$ cat src/izh_pkg.sv
// ----------------------------------------------------------------------------
// Izhikevich neuron grid: shared package
// Field widths, register indexes, reset values, payload types and the
// Q16.16 rounding and saturation helpers used across the block.
// ----------------------------------------------------------------------------
package izh_pkg;

  localparam int ROW_W     = 5;
  localparam int COL_W     = 4;
  localparam int DATA_W    = 32;
  localparam int DT_W      = 31;
  localparam int CFG_IDX_W = 8;

  // Register indexes on the configuration channel.
  localparam logic [CFG_IDX_W-1:0] REG_INPUT_SCALE       = 8'd0;
  localparam logic [CFG_IDX_W-1:0] REG_OUTPUT_SCALE      = 8'd1;
  localparam logic [CFG_IDX_W-1:0] REG_SPIKE_BORDER      = 8'd2;
  localparam logic [CFG_IDX_W-1:0] REG_RECOVERY_RATE     = 8'd3;
  localparam logic [CFG_IDX_W-1:0] REG_RECOVERY_COUPLING = 8'd4;
  localparam logic [CFG_IDX_W-1:0] REG_RESET_POTENTIAL   = 8'd5;
  localparam logic [CFG_IDX_W-1:0] REG_RECOVERY_BUMP     = 8'd6;
  localparam logic [CFG_IDX_W-1:0] REG_TIME_STEP         = 8'd7;

  localparam logic signed [DATA_W-1:0] RST_INPUT_SCALE       = 32'sd5242880;
  localparam logic signed [DATA_W-1:0] RST_OUTPUT_SCALE      = 32'sd1092;
  localparam logic signed [DATA_W-1:0] RST_SPIKE_BORDER      = 32'sd1966080;
  localparam logic signed [DATA_W-1:0] RST_RECOVERY_RATE     = 32'sd1311;
  localparam logic signed [DATA_W-1:0] RST_RECOVERY_COUPLING = 32'sd13107;
  localparam logic signed [DATA_W-1:0] RST_RESET_POTENTIAL   = -32'sd4259840;
  localparam logic signed [DATA_W-1:0] RST_RECOVERY_BUMP     = 32'sd524288;
  localparam logic [DT_W-1:0]          RST_TIME_STEP         = 31'd655;

  // Model constants 0.04, 5 and 140 in Q16.16.
  localparam logic signed [DATA_W-1:0] K_004 = 32'sd2621;
  localparam logic signed [DATA_W-1:0] K_5   = 32'sd327680;
  localparam logic signed [DATA_W-1:0] K_140 = 32'sd9175040;

  localparam logic signed [63:0] SAT_MAX = 64'sd2147483647;
  localparam logic signed [63:0] SAT_MIN = -64'sd2147483648;

  // Result queue depth; it bounds the transactions outstanding at once.
  localparam int RES_DEPTH = 32;
  localparam int RES_PTR_W = $clog2(RES_DEPTH);
  localparam int CNT_W     = RES_PTR_W + 1;

  typedef struct packed {
    logic [ROW_W-1:0]         row;
    logic [COL_W-1:0]         column;
    logic signed [DATA_W-1:0] drive;
  } in_item_t;

  typedef struct packed {
    logic [ROW_W-1:0]         out_row;
    logic [COL_W-1:0]         out_column;
    logic signed [DATA_W-1:0] potential_out;
    logic                     spiked;
  } out_item_t;

  typedef struct packed {
    logic [CFG_IDX_W-1:0] index;
    logic [DATA_W-1:0]    data;
  } cfg_item_t;

  typedef struct packed {
    logic signed [DATA_W-1:0] input_scale;
    logic signed [DATA_W-1:0] output_scale;
    logic signed [DATA_W-1:0] spike_border;
    logic signed [DATA_W-1:0] recovery_rate;
    logic signed [DATA_W-1:0] recovery_coupling;
    logic signed [DATA_W-1:0] reset_potential;
    logic signed [DATA_W-1:0] recovery_bump;
    logic [DT_W-1:0]          time_step;
  } cfg_t;

  typedef struct packed {
    logic signed [DATA_W-1:0] v;
    logic signed [DATA_W-1:0] u;
  } state_word_t;

  function automatic logic signed [DATA_W-1:0] sat64(input logic signed [63:0] x);
    if (x > SAT_MAX) begin
      return 32'sh7FFF_FFFF;
    end else if (x < SAT_MIN) begin
      return 32'sh8000_0000;
    end else begin
      return x[DATA_W-1:0];
    end
  endfunction

  // Round half up and drop 16 fraction bits.
  function automatic logic signed [DATA_W-1:0] rnd16(input logic signed [63:0] p);
    logic signed [63:0] s;
    s = p + 64'sd32768;
    return sat64(s >>> 16);
  endfunction

  // Half-step product: one more bit dropped.
  function automatic logic signed [DATA_W-1:0] rnd17(input logic signed [63:0] p);
    logic signed [63:0] s;
    s = p + 64'sd65536;
    return sat64(s >>> 17);
  endfunction

  function automatic logic signed [DATA_W-1:0] neg_sat(input logic signed [DATA_W-1:0] x);
    if (x == 32'sh8000_0000) begin
      return 32'sh7FFF_FFFF;
    end else begin
      return -x;
    end
  endfunction

endpackage

$ cat src/izh_stream_if.sv
// ----------------------------------------------------------------------------
// Izhikevich neuron grid: valid/ready channel
// One transaction moves when valid and ready are both high at a clock edge.
// ----------------------------------------------------------------------------
interface izh_stream_if #(
  parameter type payload_t = logic
) ();
  logic     valid;
  logic     ready;
  payload_t payload;

  modport source (output valid, output payload, input ready);
  modport sink   (input valid, input payload, output ready);
endinterface

$ cat src/izh_result_fifo.sv
// ----------------------------------------------------------------------------
// Izhikevich neuron grid: result queue
// Collects finished results and presents them on the output channel, so the
// pipeline keeps running while the consumer stalls.
// ----------------------------------------------------------------------------
module izh_result_fifo (
  input  logic                clk,
  input  logic                rst,
  input  logic                wr_en,
  input  izh_pkg::out_item_t  wr_item,
  izh_stream_if.source        result
);

  izh_pkg::out_item_t              store [izh_pkg::RES_DEPTH];
  logic [izh_pkg::RES_PTR_W-1:0]   wr_ptr, rd_ptr;
  logic [izh_pkg::CNT_W-1:0]       count;
  logic                            rd_en;

  assign result.valid   = count != '0;
  assign result.payload = store[rd_ptr];
  assign rd_en          = result.valid && result.ready;

  always_ff @(posedge clk) begin
    if (rst) begin
      wr_ptr <= '0;
      rd_ptr <= '0;
      count  <= '0;
    end else begin
      if (wr_en) begin
        wr_ptr <= wr_ptr + 1'b1;
      end
      if (rd_en) begin
        rd_ptr <= rd_ptr + 1'b1;
      end
      count <= count + izh_pkg::CNT_W'(wr_en) - izh_pkg::CNT_W'(rd_en);
    end
  end

  always_ff @(posedge clk) begin
    if (wr_en) begin
      store[wr_ptr] <= wr_item;
    end
  end

`ifndef ASSERT_OFF
  a_no_overflow: assert property (@(posedge clk) disable iff (rst)
    wr_en |-> count < izh_pkg::CNT_W'(izh_pkg::RES_DEPTH))
    else $error("result queue written while full");
`endif

endmodule

$ cat src/flat_wrapper.sv
// flat-port wrapper written by rule: the top's interface ports become plain ports
module izh_result_fifo_flat 
  (clk, rst, wr_en, wr_item, result_valid, result_payload, result_ready);
  izh_stream_if result_i ();
  input  logic clk;
  input  logic rst;
  input  logic wr_en;
  input  izh_pkg::out_item_t wr_item;
  output wire logic [$bits(result_i.valid)-1:0] result_valid;
  output wire logic [$bits(result_i.payload)-1:0] result_payload;
  input wire logic [$bits(result_i.ready)-1:0] result_ready;
  assign result_valid = result_i.valid;
  assign result_payload = result_i.payload;
  assign result_i.ready = result_ready;
  izh_result_fifo u_core (.clk(clk), .rst(rst), .wr_en(wr_en), .wr_item(wr_item), .result(result_i));
endmodule
$ cat config.mk
export PLATFORM = sky130hd
export DESIGN_NAME = izh_result_fifo_flat
export DESIGN_NICKNAME = d
export VERILOG_FILES = /design/src/izh_pkg.sv /design/src/izh_stream_if.sv /design/src/izh_result_fifo.sv /design/src/flat_wrapper.sv
export SDC_FILE = /design/constraint.sdc
export NUM_CORES = 1
export LEC_CHECK = 0
export ABC_AREA = 1
export BUFFER_PORTS_ARGS = -buffer_cell sky130_fd_sc_hd__buf_2
export CORE_MARGIN = 1.5
export CORE_UTILIZATION = 59
export DETAILED_ROUTE_END_ITERATION = 6
export HOLD_SLACK_MARGIN = 0.15
export PLACE_DENSITY = 0.84
export SKIP_CTS_REPAIR_TIMING = 1
export SYNTH_ARGS = -nofsm -noshare
export SYNTH_HDL_FRONTEND = slang
export SYNTH_SLANG_ARGS = --single-unit
$ cat constraint.sdc
create_clock -name clk -period 3.5 [get_ports clk]
set_clock_uncertainty 0.1 [all_clocks]
set_input_delay 0.35 -clock clk [delete_from_list [all_inputs] [get_ports clk]]
set_output_delay 0.35 -clock clk [all_outputs]
set_load 0.01 [all_outputs]
==> flow_metrics.tcl, run 1 <==
set metrics [dict create \
    grt_max_degree 33 \
    gp_congestion 0.803 \
    io_buffers 6 \
    hpwl_mm 3.04 \
    worst_setup_path_start_kind "register" \
    post_dp_cell_area_sq_um 2580 \
    htreeDepth 2 \
    initial_utilization_pct 62.4 \
    cts_buffers 5 \
    regArea_sq_um 1380 \
    min_period_ns 2.64 \
    die_y_um 68.8 \
    fin_nets 347 \
    final.period_utilization_pct 75.5 \
    cts.root.buffer_cell "clkbuf_8" \
    max_freq_ghz 0.379 \
    syn_to_final_growth_pct 5.49 \
    yosysMostFrequentCell "nand2_1" \
    reg2reg_slack_ns 0.86 \
    synth_ff_type "edfxtp_1" \
    vias 1861 \
    ios 48 \
    synth_enable_flop_cells 32 \
    vdd_drop_max_v 0.000577 \
    antenna_found_initial 0 \
    rsz0062_at_grt "false" \
    grt_first_pass_wirelength_mm 7.38 \
    insertion_delay_ns 0.30 \
    worst_pin_slew_ns 0.716 \
    grt.overflow.total 0 \
    worst_ep_arrival_time_ns 2.79 \
    slew_headroom_pct 52.2 \
    drc_errors 0 \
    place_ws_ns 0.912 \
    finalInstanceArea_sq_um 2690 \
    cp_data_required_time_ns 3.65 \
    async_flop_share_pct 0 \
    antenna_cells 0 \
    synth_top_area_share_pct 37.7 \
    drv_slew 0 \
    clk_pin_slew_ns 0.10 \
    pwr_density_cell_nw_per_um2 615 \
    yosys_warnings 0 \
    dr.pass1.iters 5 \
    status "finished clean" \
    ys_types 30 \
    cts.sinks 53 \
    postSynthCellCount 283 \
    fin_setup_tns_ns 0 \
    multi_input_area_sq_um 981 \
    core_area_sq_um 4090 \
    drt_iter0_drc 162 \
    cts_tree "yes" \
    hold_viol 0 \
    drive_gt1_share_pct 9.34 \
    nFillCells 309 \
    syn_nets 342 \
    ant_nets 0 \
    hold_class "in2reg" \
    netlist_area_sq_um 2550 \
    drv_cap 0 \
    synth_top_area_cell "edfxtp_1" \
    synth_seq_cells 53 \
    std_cell_rows 23 \
    setup_viol 0 \
    synthTopCellsByCount "54 x nand2_1, 49 x nor2_1, 32 x edfxtp_1" \
    via_per_inst 5.49 \
    die-area_sq_um 4730 \
    dp_cells 331 \
    reg2reg_depth 13 \
    critical_path_class "reg2reg" \
    syn_area_per_cell_sq_um 9.01 \
    clock_path_buffers 2 \
    ys_seq_area_share_pct 54.1 \
    dieWidth_um 68.8 \
    end_kind "register" \
    setup_ws_ns 0.858 \
    synth_area_leaders "edfxtp_1 38%, dfxtp_1 16%, nand2_1 7.9%" \
    fin_cells 339 \
    track_usage_pct 21.8 \
    worst-path-max-fanout 8 \
    hold_depth 2 \
    grt_pass1_vias 1686 \
    wl_per_cell_um 13.3 \
    drt-total-wl_mm 4.51 \
    cellLeakagePower_nw 1.04 \
]
==> layout make-up <==
cell class / count / area share [%]
flip-flops and latches: 53 / 51.3
multi-input cells: 191 / 36.4
inverters: 31 / 4.51
clock buffers: 5 / 2.56
well taps: 50 / 2.32
clock inverters: 3 / 1.72
repair buffers: 6 / 1.12
==> power breakdown <==
group / internal (mW) / switching [mW]
Clock: 0.214 / 0.201
Combinational: 0.182 / 0.297
Sequential: 0.707 / 0.0541
Total: 1.10 / 0.552
==> layer usage <==
layer  vias up  global-route usage [%]  share of wire [%]
met5         -                       0                  0
met4         0                    9.56                1.8
met3        10                    5.03                5.3
met2        54                    36.3                 50
met1       855                    27.2                 43
li1        942                       -                  -
==> per-stage QoR <==
stage          util (%)  total power, mW  hold WS, ns
6_report           65.9             1.66        0.222
5_1_grt            65.9             1.75        0.242
4_1_cts            65.9             1.65        0.224
3_5_place_dp       63.0             1.25        0.398
3_3_place_gp       63.0             1.22        0.381
2_1_floorplan         -             1.15        0.349
==> worst max-delay path, stage by stage (launching register included) <==
cell and delay (ns):
dfxtp_1 0.36, inv_1 0.06, ha_1 0.21, nand3_2 0.11, nand2_4 0.10, nor2_1 0.19
inv_1 0.10, o21ai_0 0.09, ha_1 0.22, inv_1 0.07, fa_1 0.41, o31ai_1 0.32
o21ai_0 0.11, a21oi_1 0.12
==> sequential cells by signal, indices dropped and copies added, names as in the netlist, named ones only <==
name / cells
u_core.count: 6
u_core.rd_ptr: 5
u_core.wr_ptr: 5
u_core.store: 32
==> final timing paths <==
kind                                    endpoint              from
worst max-delay path             u_core.count[4]   u_core.count[2]
worst min register to register  u_core.rd_ptr[3]  u_core.rd_ptr[3]
worst min-delay path             u_core.count[0]               rst
worst max register to register   u_core.count[4]   u_core.count[2]
==> kinds of logic after synthesis <==
kind of cell    synth area share, %
buf+inv                        7.41
fa+ha+maj                      6.67
xor+xnor                      0.343
compound gates                 5.15
simple gates                   26.3
flops                          54.1
==> cells in the final DEF, fill, tap and decap left out, types with 2 or more instances in the layout <==
cell type,n
a21oi_1,14
buf_2,6
clkbuf_8,5
dfxtp_1,21
edfxtp_1,32
ha_1,12
inv_1,27
inv_2,3
nand2_1,54
nand2_2,6
nand3_1,31
nand4_1,2
nor2_1,49
nor3_1,4
nor3b_1,2
o21ai_0,7
Power figures use the tool's default switching activity.
==> run 2, diff against run 1 <==
Settings changed: CORE_UTILIZATION 59 to 49, PLACE_DENSITY 0.84 to 0.75.
Clock period 3.5 ns to 2.3 ns, I/O delays scaled along.
==> run 2 against run 1 <==
Compared with the run above: core utilization fell by 10 points; largest power group unchanged; routed wire length rose by 3.3%; critical endpoint unchanged; sequential power grew 51%; critical path depth unchanged; total power grew 61%; via count increased by 0.59%; sequential share of layout area down 2.3 points.
==> flow_metrics.tcl, run 2 (synthesized netlist as in run 1, its figures left out) <==
set metrics [dict create \
    status "finished clean" \
    place_ws_ns -0.0668 \
    slew_headroom_pct 69.7 \
    dr.pass1.iters 4 \
    worst_pin_slew_ns 0.455 \
    htreeDepth 2 \
    post_dp_cell_area_sq_um 2670 \
    cts.sinks 53 \
    finalInstanceArea_sq_um 2830 \
    max_freq_ghz 0.461 \
    nFillCells 485 \
    via_per_inst 5.07 \
    timing.rr.start "u_core.count[3]" \
    hold_class "in2reg" \
    hold_path_startpoint "wr_en" \
    dp_cells 360 \
    cts_tree "yes" \
    ant_nets 0 \
    worst-path-max-fanout 2 \
    drv_cap 0 \
    cellLeakagePower_nw 1.09 \
    final.period_utilization_pct 94.3 \
    drc_errors 0 \
    fin_util_pct 55.7 \
    regMostFlops "u_core.store" \
    wl_per_cell_um 12.6 \
    worst_ep_arrival_time_ns 2.31 \
    largest_reg_flops 32 \
    std_cell_rows 26 \
    clock_path_buffers 2 \
    gp_congestion 0.789 \
    grt_pass1_vias 1688 \
    worst_setup_path_start_kind "register" \
    setup_ws_ns 0.131 \
    antenna_found_initial 0 \
    syn_to_final_growth_pct 10.7 \
    ios 48 \
    die-area_sq_um 5650 \
    top_regs "u_core.store: 32 flops, u_core.count: 6 flops" \
    setup_viol 0 \
    final_common_cell "nand2_1" \
    vias 1872 \
    reg2reg_depth 13 \
    grt_max_degree 33 \
    hold_depth 3 \
    grt_first_pass_wirelength_mm 7.46 \
    fin_setup_tns_ns 0 \
    antenna_cells 0 \
    pwr_density_cell_nw_per_um2 944 \
    cts_buffers 5 \
    insertion_delay_ns 0.30 \
    end_kind "register" \
    cts.root.buffer_cell "clkbuf_8" \
    drv_slew 0 \
    finalPower_mw 2.67 \
    fin_hold_ws_ns 0.175 \
    critical_path_class "reg2reg" \
    dieWidth_um 75.2 \
    die_y_um 75.2 \
    fin_cells 369 \
    drt_iter0_drc 137 \
    drt-total-wl_mm 4.66 \
    reg2reg_slack_ns 0.13 \
    cp_data_required_time_ns 2.44 \
    initial_utilization_pct 50.3 \
    drive_gt1_share_pct 14.4 \
    min_period_ns 2.17 \
    track_usage_pct 17.8 \
    grt.overflow.total 0 \
    hpwl_mm 3.28 \
    hold_path_end "u_core.wr_ptr[0]" \
    fin_nets 357 \
    vdd_drop_max_v 0.000858 \
    core_area_sq_um 5070 \
    hold_viol 0 \
    clk_pin_slew_ns 0.09 \
    reg2reg_to "u_core.count[4]" \
    final_cell_mix "54 x nand2_1, 48 x nor2_1, 32 x edfxtp_1" \
    io_buffers 6 \
]
[run 2: worst max path at each step]
stage               startpoint              end  slack, ns  cells after the start
6_report       u_core.count[3]  u_core.count[4]       0.13                     13
2_1_floorplan  u_core.count[2]  u_core.count[4]      0.008                     13
4_1_cts        u_core.count[2]  u_core.count[4]      -0.11                     13
5_1_grt        u_core.count[2]  u_core.count[4]      -0.01                     13
3_3_place_gp   u_core.count[2]  u_core.count[4]      0.001                     13
3_5_place_dp   u_core.count[2]  u_core.count[4]      -0.07                     13
[run 2: cell type report]
class / count / area [sq um] / share of cell area, %
Sequential cell: 53 / 1380 / 49.0
Multi-Input combinational cell: 191 / 1020 / 36.0
Inverter: 31 / 121 / 4.30
Timing Repair Buffer: 16 / 108 / 3.81
Tap cell: 70 / 87.6 / 3.10
Clock buffer: 6 / 72.6 / 2.57
Clock inverter: 2 / 35.0 / 1.24
[run 2: metal layers]
metal	up-vias	global-route usage (%)	wire length [um]	share of wire [%]
met2	40	30.2	2350	50
li1	960	-	-	-
met5	-	0	0	0
met1	860	21.4	1980	42
met4	0	8.33	106	2.3
met3	12	4.42	228	4.9
[run 2: where the power goes]
part	switching (mW)	internal [mW]
Sequential	0.0675	1.08
Combinational	0.526	0.382
Clock	0.290	0.323
Total	0.883	1.78
[run 2: worst max-delay path, stage by stage (launching register included)]
cell     delay (ns)
dfxtp_1        0.34
inv_1          0.06
ha_2           0.18
nand3_2        0.09
nand2_4        0.06
nor2_4         0.08
inv_1          0.05
o21ai_1        0.08
ha_2           0.20
inv_1          0.06
fa_2           0.39
o31ai_4        0.20
o21ai_1        0.09
a21oi_1        0.12
==> run 3, diff against run 2 <==
Settings changed: CORE_UTILIZATION 49 to 55, PLACE_DENSITY 0.75 to 0.79.
Clock period 2.3 ns to 2.4 ns, I/O delays scaled along.
==> run 3 against run 2 <==
Compared with the run above: non-clock buffer count is 4 lower; highest routed layer unchanged; total power decreased by 9.9%; die area is 10% lower; largest cell class unchanged.
==> flow_metrics.tcl, run 3 (synthesized netlist as in run 1, its figures left out) <==
set metrics [dict create \
    power.share.switching_pct 34.6 \
    end_kind "register" \
    fin_nets 353 \
    worst_pin_slew_ns 0.471 \
    gp_congestion 0.786 \
    drive_gt1_share_pct 11.5 \
    cp_data_required_time_ns 2.49 \
    initial_utilization_pct 57.8 \
    cts.sinks 53 \
    top_regs "u_core.store: 32 flops, u_core.count: 6 flops" \
    largest_reg_flops 32 \
    regArea_sq_um 1380 \
    vdd_drop_max_v 0.000704 \
    insertion_delay_ns 0.30 \
    htreeDepth 2 \
    worst_setup_path_start_kind "register" \
    drt_iter0_drc 94 \
    syn_to_final_growth_pct 7.21 \
    ant_nets 0 \
    dp_cells 337 \
    drt-total-wl_mm 4.35 \
    wl_per_cell_um 12.5 \
    p_comb_share_pct 33.6 \
    clock_path_buffers 2 \
    max_freq_ghz 0.444 \
    finalPower_mw 2.40 \
    final_cell_mix "54 x nand2_1, 49 x nor2_1, 32 x edfxtp_1" \
    setup_viol 0 \
    min_period_ns 2.25 \
    nFillCells 357 \
    dieWidth_um 71.1 \
    final_common_cell "nand2_1" \
    dr.pass1.iters 4 \
    io_buffers 6 \
    via_per_inst 5.37 \
    hold_class "in2reg" \
    grt.overflow.total 0 \
    antenna_found_initial 0 \
    final.period_utilization_pct 93.9 \
    hpwl_mm 2.97 \
    die_y_um 71.1 \
    cts.root.buffer_cell "clkbuf_8" \
    drc_errors 0 \
    p_sw_mw 0.832 \
    pwr_density_cell_nw_per_um2 879 \
    critical_path_class "reg2reg" \
    cts_tree "yes" \
    clk_pin_slew_ns 0.10 \
    regMostFlops "u_core.store" \
    hold_viol 0 \
    drv_slew 0 \
    vias 1863 \
    grt_first_pass_wirelength_mm 7.34 \
    worst-path-max-fanout 2 \
    die-area_sq_um 5060 \
    slew_headroom_pct 68.5 \
    fin_cells 347 \
    internal_power_mw 1.57 \
    drv_cap 0 \
    ios 48 \
    grt_max_degree 33 \
    antenna_cells 0 \
    cts_buffers 5 \
    status "finished clean" \
    cellLeakagePower_nw 1.06 \
    track_usage_pct 18.8 \
    core_area_sq_um 4410 \
    std_cell_rows 24 \
    worst_ep_arrival_time_ns 2.35 \
    grt_pass1_vias 1713 \
    pwr-share-seq_pct 45.7 \
    pwr-share-clk_pct 20.6 \
    multi_input_area_sq_um 1000 \
]
run 3: cell types whose count changed in the layout (fill, tap and decap cells not counted), sizes merged:
cell    delta
buf        -4
bufinv     -1
clkbuf     -1
clkinv     +1
inv        +1
run 3: worst max-delay path, cell delays in order, from the launching register on:
cell and delay (ns):
dfxtp_1 0.34, inv_1 0.06, ha_1 0.20, nand3_2 0.10, nand2_4 0.05, nor2_1 0.12
inv_1 0.08, o21ai_0 0.08, ha_2 0.20, inv_1 0.05, fa_2 0.37, o31ai_4 0.20
buf_4 0.14, a21oi_1 0.05
run 3: power groups by stage:
stage | Clock, mW | Combinational, mW | Sequential (mW)
CTS | 0.503 | 0.723 | 1.10
global placement | 0 | 0.682 | 1.12
global route | 0.529 | 0.915 | 1.11
floorplan | 0 | 0.597 | 1.08
detailed placement | 0 | 0.711 | 1.12
finish | 0.496 | 0.808 | 1.10
run 3: per-stage QoR:
step	TNS, ns	util [%]	hold WS [ns]	setup WS, ns	instance area (sq um)
2_1_floorplan	0	-	0.239	0.0598	2550
3_3_place_gp	0	59.1	0.382	0.0680	2610
3_5_place_dp	0	59.1	0.393	0.0320	2610
4_1_cts	0	61.1	0.117	0.00975	2700
5_1_grt	-0.0142	62.0	0.200	-0.0142	2740
6_report	0	62.0	0.174	0.147	2740
run 3: cell type report:
class / count / share of cell area (%)
flip-flops and latches: 53 / 50.5
clock buffers: 5 / 2.52
multi-input cells: 191 / 36.6
well taps: 52 / 2.38
clock inverters: 3 / 0.778
inverters: 31 / 4.44
repair buffers: 12 / 2.84
run 3: path summary, 6_finish.rpt:
path / cells after the start / slack [ns] / from / end
worst max register to register: 13 / 0.15 / u_core.count[2] / u_core.count[4]
worst min register to register: 2 / 0.42 / u_core.rd_ptr[4] / u_core.rd_ptr[4]
worst max-delay path: 13 / 0.15 / u_core.count[2] / u_core.count[4]
worst min-delay path: 3 / 0.17 / wr_en / u_core.wr_ptr[0]
run 3: routing by layer:
layer | global-route usage [%] | vias to the layer above | share of wire [%]
li1 | - | 951 | -
met1 | 22.7 | 842 | 43
met2 | 32.2 | 59 | 48
met3 | 4.27 | 11 | 6.8
met4 | 8.81 | 0 | 2.3
met5 | 0 | - | 0
